## config.mk

```make
export PLATFORM = sky130hd
export DESIGN_NAME = pulse_distance_frame_decoder_top
export DESIGN_NICKNAME = d
export VERILOG_FILES = /design/src/rtl/pdfd_pkg.sv /design/src/rtl/pdfd_fifo.sv /design/src/rtl/pdfd_front.sv /design/src/rtl/pdfd_back.sv /design/src/rtl/pulse_distance_frame_decoder_top.sv
export SDC_FILE = /design/constraint.sdc
export NUM_CORES = 1
export LEC_CHECK = 0
export BUFFER_PORTS_ARGS = -buffer_cell sky130_fd_sc_hd__buf_2
export CORE_AREA = 2 2 195 293
export CTS_BUF_LIST = sky130_fd_sc_hd__clkbuf_4 sky130_fd_sc_hd__clkbuf_8
export DETAILED_ROUTE_END_ITERATION = 6
export DIE_AREA = 0 0 197 295
export MAX_ROUTING_LAYER = met4
export SLEW_MARGIN = 10
export SYNTH_ARGS = -nofsm -noshare
export SYNTH_HDL_FRONTEND = slang
export SYNTH_SLANG_ARGS = --single-unit
```

## constraint.sdc

```tcl
create_clock -name clk_i -period 19.25 [get_ports clk_i]
set_input_delay 1.925 -clock clk_i [delete_from_list [all_inputs] [get_ports clk_i]]
set_output_delay 1.925 -clock clk_i [all_outputs]
set_load 0.05 [all_outputs]
```

## src/rtl/pdfd_pkg.sv

```systemverilog
// ----------------------------------------------------------------------------
// pdfd_pkg: shared types and constants of the pulse-distance frame decoder
// Holds the command and result records, codes and register reset values.
// ----------------------------------------------------------------------------
package pdfd_pkg;

  localparam int unsigned IvW    = 24;
  localparam int unsigned CntW   = 7;
  localparam int unsigned FrameW = 64;
  localparam int unsigned ErrW   = 32;
  localparam int unsigned IdxW   = 3;

  // register indexes
  localparam logic [IdxW-1:0] RegGlitchLimit   = 3'd0;
  localparam logic [IdxW-1:0] RegBitThreshold  = 3'd1;
  localparam logic [IdxW-1:0] RegStartThresh   = 3'd2;
  localparam logic [IdxW-1:0] RegFrameGap      = 3'd3;
  localparam logic [IdxW-1:0] RegFrameTimeout  = 3'd4;

  // register reset values
  localparam logic [IvW-1:0] GlitchLimitRst    = 24'd200;
  localparam logic [IvW-1:0] BitThresholdRst   = 24'd1000;
  localparam logic [IvW-1:0] StartThresholdRst = 24'd2700;
  localparam logic [IvW-1:0] FrameGapRst       = 24'd3500;
  localparam logic [IvW-1:0] FrameTimeoutRst   = 24'd10000;

  // input operation codes
  localparam logic OpEdge = 1'b0;
  localparam logic OpIdle = 1'b1;

  // result kinds
  typedef enum logic [2:0] {
    KIND_GLITCH   = 3'd0,
    KIND_GAP      = 3'd1,
    KIND_START    = 3'd2,
    KIND_BIT_ZERO = 3'd3,
    KIND_BIT_ONE  = 3'd4,
    KIND_OVERFLOW = 3'd5,
    KIND_IDLE_NOP = 3'd6,
    KIND_IDLE_JUD = 3'd7
  } kind_e;

  // classes decided by the front end
  typedef enum logic [2:0] {
    CLS_GLITCH    = 3'd0,
    CLS_GAP       = 3'd1,
    CLS_START     = 3'd2,
    CLS_DATA      = 3'd3,
    CLS_IDLE_QUIET = 3'd4,
    CLS_IDLE_EXPIRED = 3'd5
  } cls_e;

  typedef struct packed {
    cls_e cls;
    logic bit_one;
  } cmd_t;

  typedef struct packed {
    logic            we;
    logic [IdxW-1:0] index;
    logic [IvW-1:0]  data;
  } cfg_wr_t;

  typedef struct packed {
    kind_e             kind;
    logic [CntW-1:0]   bit_count;
    logic              frame_complete;
    logic              frame_changed;
    logic              frame_discarded;
    logic [FrameW-1:0] frame_bits;
    logic [ErrW-1:0]   error_count;
  } res_t;

endpackage

```

## src/rtl/pdfd_fifo.sv

```systemverilog
// ----------------------------------------------------------------------------
// pdfd_fifo: small register queue
// Push/pop queue of records, used between front and back and at the output.
// ----------------------------------------------------------------------------
module pdfd_fifo #(
  parameter type         T     = logic,
  parameter int unsigned DEPTH = 2
) (
  input  logic clk_i,
  input  logic rst_ni,
  input  logic push_i,
  input  T     wdata_i,
  output logic full_o,
  input  logic pop_i,
  output T     rdata_o,
  output logic empty_o
);

  localparam int unsigned PtrW = (DEPTH > 1) ? $clog2(DEPTH) : 1;
  localparam int unsigned CntW = $clog2(DEPTH + 1);
  localparam logic [PtrW-1:0] LastPtr = PtrW'(DEPTH - 1);
  localparam logic [CntW-1:0] FullCnt = CntW'(DEPTH);

  T                mem_q [DEPTH];
  logic [PtrW-1:0] wr_ptr_q, wr_ptr_d;
  logic [PtrW-1:0] rd_ptr_q, rd_ptr_d;
  logic [CntW-1:0] cnt_q, cnt_d;
  logic            do_push, do_pop;

  assign full_o  = (cnt_q == FullCnt);
  assign empty_o = (cnt_q == '0);
  assign do_push = push_i && !full_o;
  assign do_pop  = pop_i && !empty_o;
  assign rdata_o = mem_q[rd_ptr_q];

  // pointer and fill count update
  always_comb begin
    wr_ptr_d = wr_ptr_q;
    rd_ptr_d = rd_ptr_q;
    cnt_d    = cnt_q;
    if (do_push) begin
      wr_ptr_d = (wr_ptr_q == LastPtr) ? '0 : wr_ptr_q + 1'b1;
    end
    if (do_pop) begin
      rd_ptr_d = (rd_ptr_q == LastPtr) ? '0 : rd_ptr_q + 1'b1;
    end
    if (do_push && !do_pop) begin
      cnt_d = cnt_q + 1'b1;
    end else if (do_pop && !do_push) begin
      cnt_d = cnt_q - 1'b1;
    end
  end

  always_ff @(posedge clk_i or negedge rst_ni) begin
    if (!rst_ni) begin
      wr_ptr_q <= '0;
      rd_ptr_q <= '0;
      cnt_q    <= '0;
    end else begin
      wr_ptr_q <= wr_ptr_d;
      rd_ptr_q <= rd_ptr_d;
      cnt_q    <= cnt_d;
    end
  end

  // storage
  always_ff @(posedge clk_i) begin
    if (do_push) begin
      mem_q[wr_ptr_q] <= wdata_i;
    end
  end

endmodule

```

## src/rtl/pdfd_front.sv

```systemverilog
// ----------------------------------------------------------------------------
// pdfd_front: configuration registers and item classifier
// Compares each interval against the thresholds in test order.
// ----------------------------------------------------------------------------
module pdfd_front (
  input  logic                    clk_i,
  input  logic                    rst_ni,
  input  pdfd_pkg::cfg_wr_t       cfg_i,
  input  logic                    operation_i,
  input  logic [pdfd_pkg::IvW-1:0] interval_us_i,
  output pdfd_pkg::cmd_t          cmd_o
);

  logic [pdfd_pkg::IvW-1:0] glitch_q, bit_thr_q, start_thr_q, gap_q, timeout_q;

  // configuration registers
  always_ff @(posedge clk_i or negedge rst_ni) begin
    if (!rst_ni) begin
      glitch_q    <= pdfd_pkg::GlitchLimitRst;
      bit_thr_q   <= pdfd_pkg::BitThresholdRst;
      start_thr_q <= pdfd_pkg::StartThresholdRst;
      gap_q       <= pdfd_pkg::FrameGapRst;
      timeout_q   <= pdfd_pkg::FrameTimeoutRst;
    end else if (cfg_i.we) begin
      case (cfg_i.index)
        pdfd_pkg::RegGlitchLimit:  glitch_q    <= cfg_i.data;
        pdfd_pkg::RegBitThreshold: bit_thr_q   <= cfg_i.data;
        pdfd_pkg::RegStartThresh:  start_thr_q <= cfg_i.data;
        pdfd_pkg::RegFrameGap:     gap_q       <= cfg_i.data;
        pdfd_pkg::RegFrameTimeout: timeout_q   <= cfg_i.data;
        default: ;
      endcase
    end
  end

  // classification, first matching test wins
  always_comb begin
    cmd_o.bit_one = (interval_us_i < bit_thr_q);
    if (operation_i == pdfd_pkg::OpIdle) begin
      cmd_o.cls = (interval_us_i > timeout_q) ? pdfd_pkg::CLS_IDLE_EXPIRED
                                              : pdfd_pkg::CLS_IDLE_QUIET;
    end else if (interval_us_i < glitch_q) begin
      cmd_o.cls = pdfd_pkg::CLS_GLITCH;
    end else if (interval_us_i > gap_q) begin
      cmd_o.cls = pdfd_pkg::CLS_GAP;
    end else if (interval_us_i >= start_thr_q) begin
      cmd_o.cls = pdfd_pkg::CLS_START;
    end else begin
      cmd_o.cls = pdfd_pkg::CLS_DATA;
    end
  end

endmodule

```

## src/rtl/pdfd_back.sv

```systemverilog
// ----------------------------------------------------------------------------
// pdfd_back: frame state and result builder
// Applies one classified command per cycle, unless stalled, to the frame state
// ----------------------------------------------------------------------------
module pdfd_back #(
  parameter int unsigned FRAME_BITS = 41
) (
  input  logic           clk_i,
  input  logic           rst_ni,
  input  pdfd_pkg::cmd_t cmd_i,
  input  logic           cmd_empty_i,
  output logic           cmd_pop_o,
  input  logic           res_full_i,
  output logic           res_push_o,
  output pdfd_pkg::res_t res_o
);

  localparam logic [pdfd_pkg::CntW-1:0] FrameCnt = pdfd_pkg::CntW'(FRAME_BITS);

  logic [pdfd_pkg::FrameW-1:0] staged_q, staged_d;
  logic [pdfd_pkg::FrameW-1:0] held_q, held_d;
  logic [pdfd_pkg::CntW-1:0]   count_q, count_d;
  logic                        error_q, error_d;
  logic [pdfd_pkg::ErrW-1:0]   overflow_q, overflow_d;
  logic                        fire;

  assign fire       = !cmd_empty_i && !res_full_i;
  assign cmd_pop_o  = fire;
  assign res_push_o = fire;

  // state update and result for the command at the head
  always_comb begin
    staged_d   = staged_q;
    held_d     = held_q;
    count_d    = count_q;
    error_d    = error_q;
    overflow_d = overflow_q;
    res_o.kind            = pdfd_pkg::KIND_GLITCH;
    res_o.frame_complete  = 1'b0;
    res_o.frame_changed   = 1'b0;
    res_o.frame_discarded = 1'b0;
    case (cmd_i.cls)
      pdfd_pkg::CLS_GLITCH: begin
        res_o.kind = pdfd_pkg::KIND_GLITCH;
      end
      pdfd_pkg::CLS_GAP, pdfd_pkg::CLS_START: begin
        res_o.kind = (cmd_i.cls == pdfd_pkg::CLS_GAP) ? pdfd_pkg::KIND_GAP
                                                       : pdfd_pkg::KIND_START;
        staged_d = '0;
        count_d  = '0;
        error_d  = 1'b0;
      end
      pdfd_pkg::CLS_DATA: begin
        if (count_q >= FrameCnt) begin
          // bit after a full frame
          res_o.kind = pdfd_pkg::KIND_OVERFLOW;
          error_d    = 1'b1;
          if (!(&overflow_q)) begin
            overflow_d = overflow_q + 1'b1;
          end
        end else begin
          if (cmd_i.bit_one) begin
            res_o.kind = pdfd_pkg::KIND_BIT_ONE;
            staged_d   = staged_q | (pdfd_pkg::FrameW'(1) << count_q[5:0]);
          end else begin
            res_o.kind = pdfd_pkg::KIND_BIT_ZERO;
          end
          count_d              = count_q + 1'b1;
          res_o.frame_complete = (count_d == FrameCnt);
        end
      end
      pdfd_pkg::CLS_IDLE_EXPIRED: begin
        if (count_q != '0) begin
          res_o.kind = pdfd_pkg::KIND_IDLE_JUD;
          if (count_q == FrameCnt && !error_q) begin
            if (staged_q != held_q) begin
              held_d              = staged_q;
              res_o.frame_changed = 1'b1;
            end
          end else begin
            res_o.frame_discarded = 1'b1;
          end
          count_d = '0;
        end else begin
          res_o.kind = pdfd_pkg::KIND_IDLE_NOP;
        end
      end
      default: begin
        res_o.kind = pdfd_pkg::KIND_IDLE_NOP;
      end
    endcase
    res_o.bit_count   = count_d;
    res_o.frame_bits  = held_d;
    res_o.error_count = overflow_d;
  end

  always_ff @(posedge clk_i or negedge rst_ni) begin
    if (!rst_ni) begin
      staged_q   <= '0;
      held_q     <= '0;
      count_q    <= '0;
      error_q    <= 1'b0;
      overflow_q <= '0;
    end else if (fire) begin
      staged_q   <= staged_d;
      held_q     <= held_d;
      count_q    <= count_d;
      error_q    <= error_d;
      overflow_q <= overflow_d;
    end
  end

endmodule

```

## src/rtl/pulse_distance_frame_decoder_top.sv

```systemverilog
// ----------------------------------------------------------------------------
// pulse_distance_frame_decoder_top: pulse-distance frame decoder
// Usage:
//   input queue: drive operation_i/interval_us_i and raise push; the item
//   transfers at a clock edge with push high and full low
//   result queue: while empty is low the oldest result is on the result
//   ports; it transfers at a clock edge with pop high and empty low
//   configuration: cfg_we_i with cfg_index_i/cfg_data_i writes one register
//   at a clock edge; write only while no item is in flight
// Path: a transferred item is held in the command queue; the back end takes
//   it while the result queue is not full and writes its result into the result
//   queue, from whose head it is on the result ports and can transfer
// Throughput: one item per cycle while the result queue does not fill, set by
//   the frame state update in the back end; both queues hold two entries
// Reset: all registers return to their defaults, the frame state clears and
//   both queues empty
// Stall: when pop stays low the result queue fills, the back end holds, the
//   command queue fills and full rises; nothing is dropped
// ----------------------------------------------------------------------------
module pulse_distance_frame_decoder_top #(
  parameter int unsigned FRAME_BITS = 41
) (
  input  logic                          clk_i,
  input  logic                          rst_ni,
  input  logic                          cfg_we_i,
  input  logic [pdfd_pkg::IdxW-1:0]     cfg_index_i,
  input  logic [pdfd_pkg::IvW-1:0]      cfg_data_i,
  input  logic                          push,
  output logic                          full,
  input  logic                          operation_i,
  input  logic [pdfd_pkg::IvW-1:0]      interval_us_i,
  output logic                          empty,
  input  logic                          pop,
  output logic [2:0]                    kind_o,
  output logic [pdfd_pkg::CntW-1:0]     bit_count_o,
  output logic                          frame_complete_o,
  output logic                          frame_changed_o,
  output logic                          frame_discarded_o,
  output logic [pdfd_pkg::FrameW-1:0]   frame_bits_o,
  output logic [pdfd_pkg::ErrW-1:0]     error_count_o
);

  pdfd_pkg::cfg_wr_t cfg;
  pdfd_pkg::cmd_t    front_cmd, head_cmd;
  pdfd_pkg::res_t    back_res, out_res;
  logic              cmd_empty, cmd_pop, res_full, res_push;

  assign cfg.we    = cfg_we_i;
  assign cfg.index = cfg_index_i;
  assign cfg.data  = cfg_data_i;

  // front end: registers and classification
  pdfd_front u_front (
    .clk_i         (clk_i),
    .rst_ni        (rst_ni),
    .cfg_i         (cfg),
    .operation_i   (operation_i),
    .interval_us_i (interval_us_i),
    .cmd_o         (front_cmd)
  );

  // command queue between front and back
  pdfd_fifo #(
    .T     (pdfd_pkg::cmd_t),
    .DEPTH (2)
  ) u_cmd_fifo (
    .clk_i   (clk_i),
    .rst_ni  (rst_ni),
    .push_i  (push),
    .wdata_i (front_cmd),
    .full_o  (full),
    .pop_i   (cmd_pop),
    .rdata_o (head_cmd),
    .empty_o (cmd_empty)
  );

  // back end: frame state
  pdfd_back #(
    .FRAME_BITS (FRAME_BITS)
  ) u_back (
    .clk_i       (clk_i),
    .rst_ni      (rst_ni),
    .cmd_i       (head_cmd),
    .cmd_empty_i (cmd_empty),
    .cmd_pop_o   (cmd_pop),
    .res_full_i  (res_full),
    .res_push_o  (res_push),
    .res_o       (back_res)
  );

  // result queue
  pdfd_fifo #(
    .T     (pdfd_pkg::res_t),
    .DEPTH (2)
  ) u_res_fifo (
    .clk_i   (clk_i),
    .rst_ni  (rst_ni),
    .push_i  (res_push),
    .wdata_i (back_res),
    .full_o  (res_full),
    .pop_i   (pop),
    .rdata_o (out_res),
    .empty_o (empty)
  );

  assign kind_o            = out_res.kind;
  assign bit_count_o       = out_res.bit_count;
  assign frame_complete_o  = out_res.frame_complete;
  assign frame_changed_o   = out_res.frame_changed;
  assign frame_discarded_o = out_res.frame_discarded;
  assign frame_bits_o      = out_res.frame_bits;
  assign error_count_o     = out_res.error_count;

endmodule
```

==> results.md, run 1 <==
| Result | Reported | Unit |
|---|---|---|
| Clock tree from TritonCTS | built | - |
| Startpoint types | flop | - |
| Tightest hold margin | 506.7 | ps |
| Synth cell count leaders | sky130_fd_sc_hd__dfrtp_1, sky130_fd_sc_hd__mux2_2, sky130_fd_sc_hd__edfxtp_1 | - |
| VDD IR-drop max | 0.1463 | mV |
| YS warnings | 0 | - |
| Worst setup timing slack at the placement stage | 14,930 | ps |
| Nets | 2,400 | - |
| Proportion of layout cells with a drive suffix above 1 | 27.38 | % |
| TritonCTS sink count | 522 | - |
| H-tree lvl count | 3 | - |
| Setup repair after global routing missed its margin | no | - |
| Detailed placement HPWL | 42,180 | µm |
| Clock Pin Slew Worst Setup and Hold Paths | 60 | ps |
| Highest Signal Layer | met4 | - |
| Number of cells on the worst reg-to-reg path | 9 | - |
| Multiplexer share of the synthesized area | 12.33 | % |
| Headroom to the max-slew limit | 30.77 | % |
| CP Capture Type | output port | - |
| Final weighted congestion of routability-driven global placement | 0.8551 | - |
| Number of vias after detailed routing | 15,905 | - |
| Crit path time final | 4914 | ps |
| Average routed wire per standard cell | 20.32 | µm |
| Hold_buf cts | 0 | - |
| Post-synthesis cell count | 2,023 | - |
| Top-level port count | 168 | - |
| Total power of the final layout | 4.248 | mW |
| Instance count after placement with tap cells included | 2,835 | - |
| Number of hold violations in the final report | 0 | - |
| Total negative slack | 0 | ps |
| Worst-Margin Slew | 1038 | ps |
| TritonCTS Buffers | 81 | - |
| Die area | 58,120 | µm² |
| Dominant delay contributor by cell family on the critical path | buffers and inverters | - |
| Wire length on met3 | 2659 | µm |
| Width of the die | 197 | µm |
| Number of antenna violations at the first check in global routing | 8 | - |
| CP max stage delay | 860 | ps |
| Setup Skew | 34.60 | ps |
| Final wirelength | 60,810 | µm |
| Largest driver fanout on the critical path | 64 | - |
| Cell area after synthesis | 24,810 | µm² |
| Status | complete, no violations | - |
| Cell with the largest stage delay on the worst path | sky130_fd_sc_hd__dfrtp_4 | - |
| Type of the most critical hold path | reg -> reg | - |
| Buffers & Inverters on Critical Path | 2 | - |
| CTS Root Buffer Type | sky130_fd_sc_hd__clkbuf_8 | - |
| Distinct cells, synth | 58 | - |
| Adder-cell share of the synthesized area | 6.405 | % |
| Post-synth top area share | 27.36 | % |
| Layout Area Growth over Synthesis | 13.13 | % |
| Overall die height | 295 | µm |
| Peak Freq | 203.5 | MHz |
| Final Max Tran Viols | 0 | - |
| Dominant cell by count in the synthesized netlist | sky130_fd_sc_hd__dfrtp_1 | - |
| Post-CTS repair timing setup buffer count | 0 | - |
| Post-Synth XOR/XNOR Area | 4.801 | % |
| Iteration count of the initial detailed-routing pass | 6 | - |
| Per-instance average area after synthesis | 12.26 | µm² |
| Port buffer count | 167 | - |
| Power per Cell Area | 151.4 | nW/µm² |
| Fraction of registers with async set or reset after synthesis | 56.70 | % |
| Combinational family with the most area after synthesis | multiplexers | - |
| Routed via count divided by cell count | 5.314 | - |
| Setup violations, final | 0 | - |
| First-pass GRT wire length | 94,010 | µm |
| Synth area leaders | sky130_fd_sc_hd__edfxtp_1, sky130_fd_sc_hd__dfrtp_1, sky130_fd_sc_hd__mux2_2 | - |
| Critical path arrival | 2990 | ps |
| Pleak | 12.08 | nW |
| Number of global-route vias before repair | 16,462 | - |
| Number of instances on the worst hold path | 2 | - |
| Pin count of the biggest net entering global routing | 90 | - |
| Crit Path Class | reg -> out | - |
| Max capacitance violation total | 0 | - |
| Number of enable flip-flop cells after synthesis | 226 | - |
| Detail Route Antenna Nets | 0 | - |
| Longest Clk Path Bufs | 3 | - |
| Post-CTS resize count | 0 | - |
| GR Overflow Total | 0 | - |
| Area of the core | 55,440 | µm² |
| Final worst path period share | 25.53 | % |
| Post-layout instance count excluding filler cells | 2,993 | - |
| Leading register cell type out of synthesis | sky130_fd_sc_hd__dfrtp_1 | - |
| Initial detailed-routing violation count | 760 | - |
| Met2 wirelength from detailed routing | 32,510 | µm |
| Complex-gate fraction of the synthesized area | 7.177 | % |
| Routed length on met1 | 23,760 | µm |
| Area share of and/or/nand/nor cells after synthesis | 8.649 | % |
| Worst skew pair latency | 660 | ps |
| Critical path depth | 3 | - |
| Ordered cell list for the critical path | buf_4, mux2_2, buf_2 | - |
| Synthesized Nets | 2,207 | - |
| Cell type contributing the most total cell area after synthesis | sky130_fd_sc_hd__edfxtp_1 | - |
| Final setup slack of the worst path | 14,340 | ps |
| WP data required | 17,320 | ps |
| Core Rows | 106 | - |
| Count of state elements after synthesis | 522 | - |
| Register area share after synthesis | 57.34 | % |
| Starting Density | 44.75 | % |
| Global Route Usage Sum | 21.87 | % |
| Drc violations | 0 | - |
-- worst paths after layout --
| path | to | start | slack [ps] |
|---|---|---|---|
| worst max register to register | u_back.staged_q[17] | u_back.count_q[1] | 15290 |
| min in group asynchronous | u_back.overflow_q[15] | rst_ni | 1250 |
| max in group asynchronous | u_front.timeout_q[2] | rst_ni | 15750 |
| worst min-delay path | u_front.timeout_q[8] | u_front.timeout_q[8] | 510 |
| worst min register to register | u_front.timeout_q[8] | u_front.timeout_q[8] | 510 |
| worst max-delay path | frame_bits_o[60] | u_res_fifo.rd_ptr_q | 14340 |
-- area by class of cell --
type	instances	area, µm²
fillers	4924	27370
clock buffers	121	1465
diodes	8	20.02
repair buffers	186	988.4
multi-input cells	1292	9804
well taps	702	878.3
inverters	133	499.2
clock inverters	29	180.2
flip-flops and latches	522	14230
-- cell families (layout without fill, tap and decap cells) --
| family | after synthesis | after routing |
|---|---|---|
| flops | 522 | 522 |
| mux | 272 | 272 |
| compound gates | 290 | 290 |
| buf+inv | 209 | 469 |
| fa+ha+maj | 127 | 127 |
| other cells | 0 | 8 |
| simple gates | 467 | 467 |
| xor+xnor | 136 | 136 |
-- where the power goes --
part           internal [mW]  switching, mW
logic                  0.437           1.18
clock network          0.504          0.437
registers               1.56          0.127
total                   2.50           1.75
-- layer usage --
metal | global-route usage, % | vias to the layer above
met5 | - | -
met4 | 8.087 | 0
met3 | 4.152 | 94
met2 | 39.30 | 369
met1 | 24.00 | 7875
li1 | - | 7567
-- state kept, by name, indices dropped and copies added, names as in the netlist, 32 cells and up --
register / flops
u_back.held_q: 64
u_back.overflow_q: 32
u_back.staged_q: 64
u_res_fifo.mem_q: 218
-- metrics by stage --
| step | utilization (%) | instance area, µm² |
|---|---|---|
| finish | 50.63 | 28070 |
| detailed placement | 47.62 | 26400 |
| CTS | 50.59 | 28050 |
| global placement | 47.62 | 26400 |
| floorplan | - | 24810 |
| global route | 50.63 | 28070 |
-- placed cells by master, fill, tap and decap left out, types with 13 or more instances in the layout --
cell type                  instances
sky130_fd_sc_hd__a21o_1           25
sky130_fd_sc_hd__a21oi_1          48
sky130_fd_sc_hd__a31oi_1          24
sky130_fd_sc_hd__buf_2           166
sky130_fd_sc_hd__buf_4            19
sky130_fd_sc_hd__clkbuf_4         32
sky130_fd_sc_hd__clkbuf_8         89
sky130_fd_sc_hd__dfrtp_1         269
sky130_fd_sc_hd__dfstp_2          26
sky130_fd_sc_hd__edfxtp_1        226
sky130_fd_sc_hd__ha_1            127
sky130_fd_sc_hd__inv_1           132
sky130_fd_sc_hd__mux2_1           13
sky130_fd_sc_hd__mux2_2          255
sky130_fd_sc_hd__nand2_1         172
sky130_fd_sc_hd__nand3_1          42
sky130_fd_sc_hd__nand4_1          39
sky130_fd_sc_hd__nor2_1          122
sky130_fd_sc_hd__nor3_1           17
sky130_fd_sc_hd__o21a_1           39
sky130_fd_sc_hd__o21ai_0         118
sky130_fd_sc_hd__xnor2_1          98
sky130_fd_sc_hd__xor2_1           38
-- worst reg2reg max path, delay by kind of cell (launching register included) --
family / cells / cell delay (ps)
and+or+nand+nor: 4 / 1520
adders and majority gates: 1 / 320
AOI/OAI and AO/OA: 3 / 1490
DFF: 1 / 450
buffers and inverters: 1 / 100
Note: power is estimated with default switching activity, not from simulation.
==> run 2, diff against run 1 <==
==> constraint.sdc (replaced) <==
create_clock -name clk_i -period 4.32 [get_ports clk_i]
set_input_delay 0.432 -clock clk_i [delete_from_list [all_inputs] [get_ports clk_i]]
set_output_delay 0.432 -clock clk_i [all_outputs]
set_load 0.05 [all_outputs]
==> results.md, run 2 (synthesized netlist as in run 1, its figures left out) <==
| Result | Reported | Unit | Change |
|---|---|---|---|
| Post-CTS repair timing setup buffer count | 0 | - | unchanged |
| Switch share | 41.32 | % | +0.15 points |
| TritonCTS Buffers | 82 | - | +1.2% |
| Post-CTS resize count | 0 | - | unchanged |
| Setup Skew | 18.27 | ps | -16.33 ps |
| VDD IR-drop max | 0.5350 | mV | +270% |
| Launch instance of the worst min-delay path | cfg_data_i[14] | - |  |
| Drc violations | 0 | - | unchanged |
| Layout Area Growth over Synthesis | 14.31 | % |  |
| Capturing element of the worst setup path | u_back.held_q[11] | - |  |
| Detail Route Antenna Nets | 0 | - | unchanged |
| Starting Density | 44.75 | % | unchanged |
| First-pass GRT wire length | 96,890 | µm | +3.1% |
| Critical path arrival | 4150 | ps | +1160 ps |
| Power share of the clock group | 22.5 | % | +0.3 points |
| Power per Cell Area | 680.1 | nW/µm² | +350% |
| Tightest hold margin | 53.70 | ps | -453.0 ps |
| Total negative slack | 0 | ps | unchanged |
| Dominant delay contributor by cell family on the critical path | simple AND/OR/NAND/NOR gates | - |  |
| Peak Freq | 277.1 | MHz |  |
| Final Max Tran Viols | 0 | - | unchanged |
| Top-level port count | 168 | - | unchanged |
| Setup slack of the worst register-to-register path | 710 | ps | -14,580 ps |
| Ordered cell list for the critical path | inv_1, nand3_1, nor4_1, nor3_1, nand4_1, nor2_4, buf_4, mux2_2 | - |  |
| TritonCTS sink count | 522 | - | unchanged |
| H-tree lvl count | 3 | - | unchanged |
| Net Switching | 7.969 | mW | +360% |
| Longest Clk Path Bufs | 3 | - | unchanged |
| Core Rows | 106 | - | unchanged |
| CTS Root Buffer Type | sky130_fd_sc_hd__clkbuf_8 | - |  |
| Worst-Margin Slew | 956.3 | ps | -82.17 ps |
| Headroom to the max-slew limit | 36.25 | % | +5.5 points |
| Port buffer count | 167 | - | unchanged |
| Number of global-route vias before repair | 16,961 | - | +3.0% |
| CP Capture Type | flop | - |  |
| Sequential power share | 38.4 | % | -1.3 points |
| Number of cells on the worst reg-to-reg path | 8 | - | -1 |
| Iteration count of the initial detailed-routing pass | 5 | - | -1 |
| Hold_buf cts | 11 | - | +11 |
| Width of the die | 197 | µm | unchanged |
| Worst skew pair latency | 670 | ps | about the same |
| Average routed wire per standard cell | 20.49 | µm | +0.85% |
| Type of the most critical hold path | in -> reg | - |  |
| Global Route Usage Sum | 22.57 | % | +0.70 points |
| Post-route cell area | 28,360 | µm² | +1.0% |
| Final weighted congestion of routability-driven global placement | 0.8426 | - | -1.5% |
| Setup violations, final | 0 | - | unchanged |
| Largest registers ranked by flip-flop count | u_res_fifo.mem_q x218, u_back.held_q x64, u_back.staged_q x64 | - |  |
| Most flop-heavy register | u_res_fifo.mem_q | - |  |
| Crit. Startpoint | u_back.count_q[2] | - |  |
| Number of antenna violations at the first check in global routing | 5 | - | -3 |
| Part of the power in combinational logic | 39.1 | % | +0.9 points |
| Area of the core | 55,440 | µm² | unchanged |
| Status | complete, no violations | - |  |
| Clock Pin Slew Worst Setup and Hold Paths | 60 | ps | about the same |
| GR Overflow Total | 0 | - | unchanged |
| Crit path time final | 3609 | ps |  |
| Int Pwr | 11.32 | mW | +350% |
| Flip-flop count of the largest register after layout | 218 | - | unchanged |
| Number of vias after detailed routing | 16,081 | - | +1.1% |
| Max capacitance violation total | 0 | - | unchanged |
| Cell with the largest stage delay on the worst path | sky130_fd_sc_hd__buf_4 | - |  |
| Nets | 2,414 | - | +0.58% |
| Crit Path Class | reg -> reg | - |  |
| Most frequent cells in the layout | sky130_fd_sc_hd__dfrtp_1, sky130_fd_sc_hd__mux2_2, sky130_fd_sc_hd__edfxtp_1 | - |  |
| Clock tree from TritonCTS | built | - |  |
| Detailed placement HPWL | 42,870 | µm | +1.6% |
| Largest driver fanout on the critical path | 64 | - | unchanged |
| Number of hold violations in the final report | 0 | - | unchanged |
| Buffers & Inverters on Critical Path | 2 | - | unchanged |
| Instance area after placement | 26,510 | µm² | +0.40% |
| Proportion of layout cells with a drive suffix above 1 | 27.43 | % | +0.059 points |
| CP max stage delay | 760 | ps | -100 ps |
| Most common cell after layout, fill and taps aside | sky130_fd_sc_hd__dfrtp_1 | - |  |
| Startpoint types | flop | - |  |
| Die area | 58,120 | µm² | unchanged |
| Initial detailed-routing violation count | 707 | - | -7.0% |
| Overall die height | 295 | µm | unchanged |
| Critical path depth | 8 | - | +5 |
| Filler Cells Inserted | 4,913 | - | -0.22% |
| WP data required | 4860 | ps | -12,460 ps |
| Worst r2r src | u_back.count_q[2] | - |  |
| Setup repair after global routing missed its margin | no | - |  |
| Final wirelength | 61,610 | µm | +1.3% |
| Pleak | 12.21 | nW | +1.1% |
| Routed via count divided by cell count | 5.348 | - | +0.64% |
| Final worst path period share | 83.54 | % |  |
| R2r endpoint | u_back.held_q[11] | - |  |
| Pin count of the biggest net entering global routing | 100 | - | +11% |
[run 2: cell types whose count changed in the layout (fill, tap and decap cells not counted), sizes merged]
cell | before | now
buf | 186 | 188
clkinv | 23 | 18
diode | 8 | 5
clkinvlp | 4 | 3
dlygate4sd3 | 0 | 11
clkbuf | 121 | 131
[run 2: worst min-delay path by stage]
stage,endpoint,slack (ps),cells past startpoint
final,u_front.bit_thr_q[14],50,3
after global routing,u_front.start_thr_q[3],50,3
after CTS,u_front.bit_thr_q[6],2,3
after detailed placement,u_cmd_fifo.wr_ptr_q,480,1
after global placement,u_cmd_fifo.wr_ptr_q,480,1
after floorplan,u_back.count_q[0],140,0
[run 2: tightest hold or removal path: cells and delay by family]
kind	cells	cell delay [ps]
buf+inv	1	140
simple gates	1	50
compound gates	1	60
[run 2: per-stage QoR]
stage,cells,total power [mW],utilization (%),setup slack (ps)
floorplan,2023,12.94,-,447.9
global route,3007,20.30,51.15,493.9
detailed placement,2837,15.18,47.81,756.3
CTS,3002,19.62,51.11,733.1
finish,3007,19.29,51.15,711.2
global placement,2837,15.08,47.81,869.1
[run 2: layer usage]
| metal | wire [µm] | share of wire, % | vias up | global-route usage (%) |
|---|---|---|---|---|
| li1 | - | - | 7597 | - |
| met1 | 23440 | 38 | 7969 | 24.82 |
| met2 | 32790 | 53 | 386 | 39.77 |
| met3 | 2739 | 4.4 | 129 | 3.947 |
| met4 | 2644 | 4.3 | 0 | 10.49 |
| met5 | 0 | 0 | - | - |
[run 2: power groups by stage]
stage                     clock (mW)  sequential, mW  combinational (mW)
final                           4.35            7.40                7.54
after global routing            4.69            7.56                8.05
after CTS                       4.48            7.42                7.72
after detailed placement           0            7.51                7.68
after global placement             0            7.45                7.64
after floorplan                    0            7.34                5.61
[run 2: cell type report]
type | instances | area [µm²] | area share (%)
Antenna cell | 5 | 12.51 | 0.04412
Clock buffer | 131 | 1578 | 5.564
Clock inverter | 23 | 143.9 | 0.5074
Inverter | 133 | 499.2 | 1.760
Multi-Input combinational cell | 1292 | 9816 | 34.61
Sequential cell | 522 | 14230 | 50.18
Tap cell | 702 | 878.3 | 3.097
Timing Repair Buffer | 199 | 1201 | 4.236
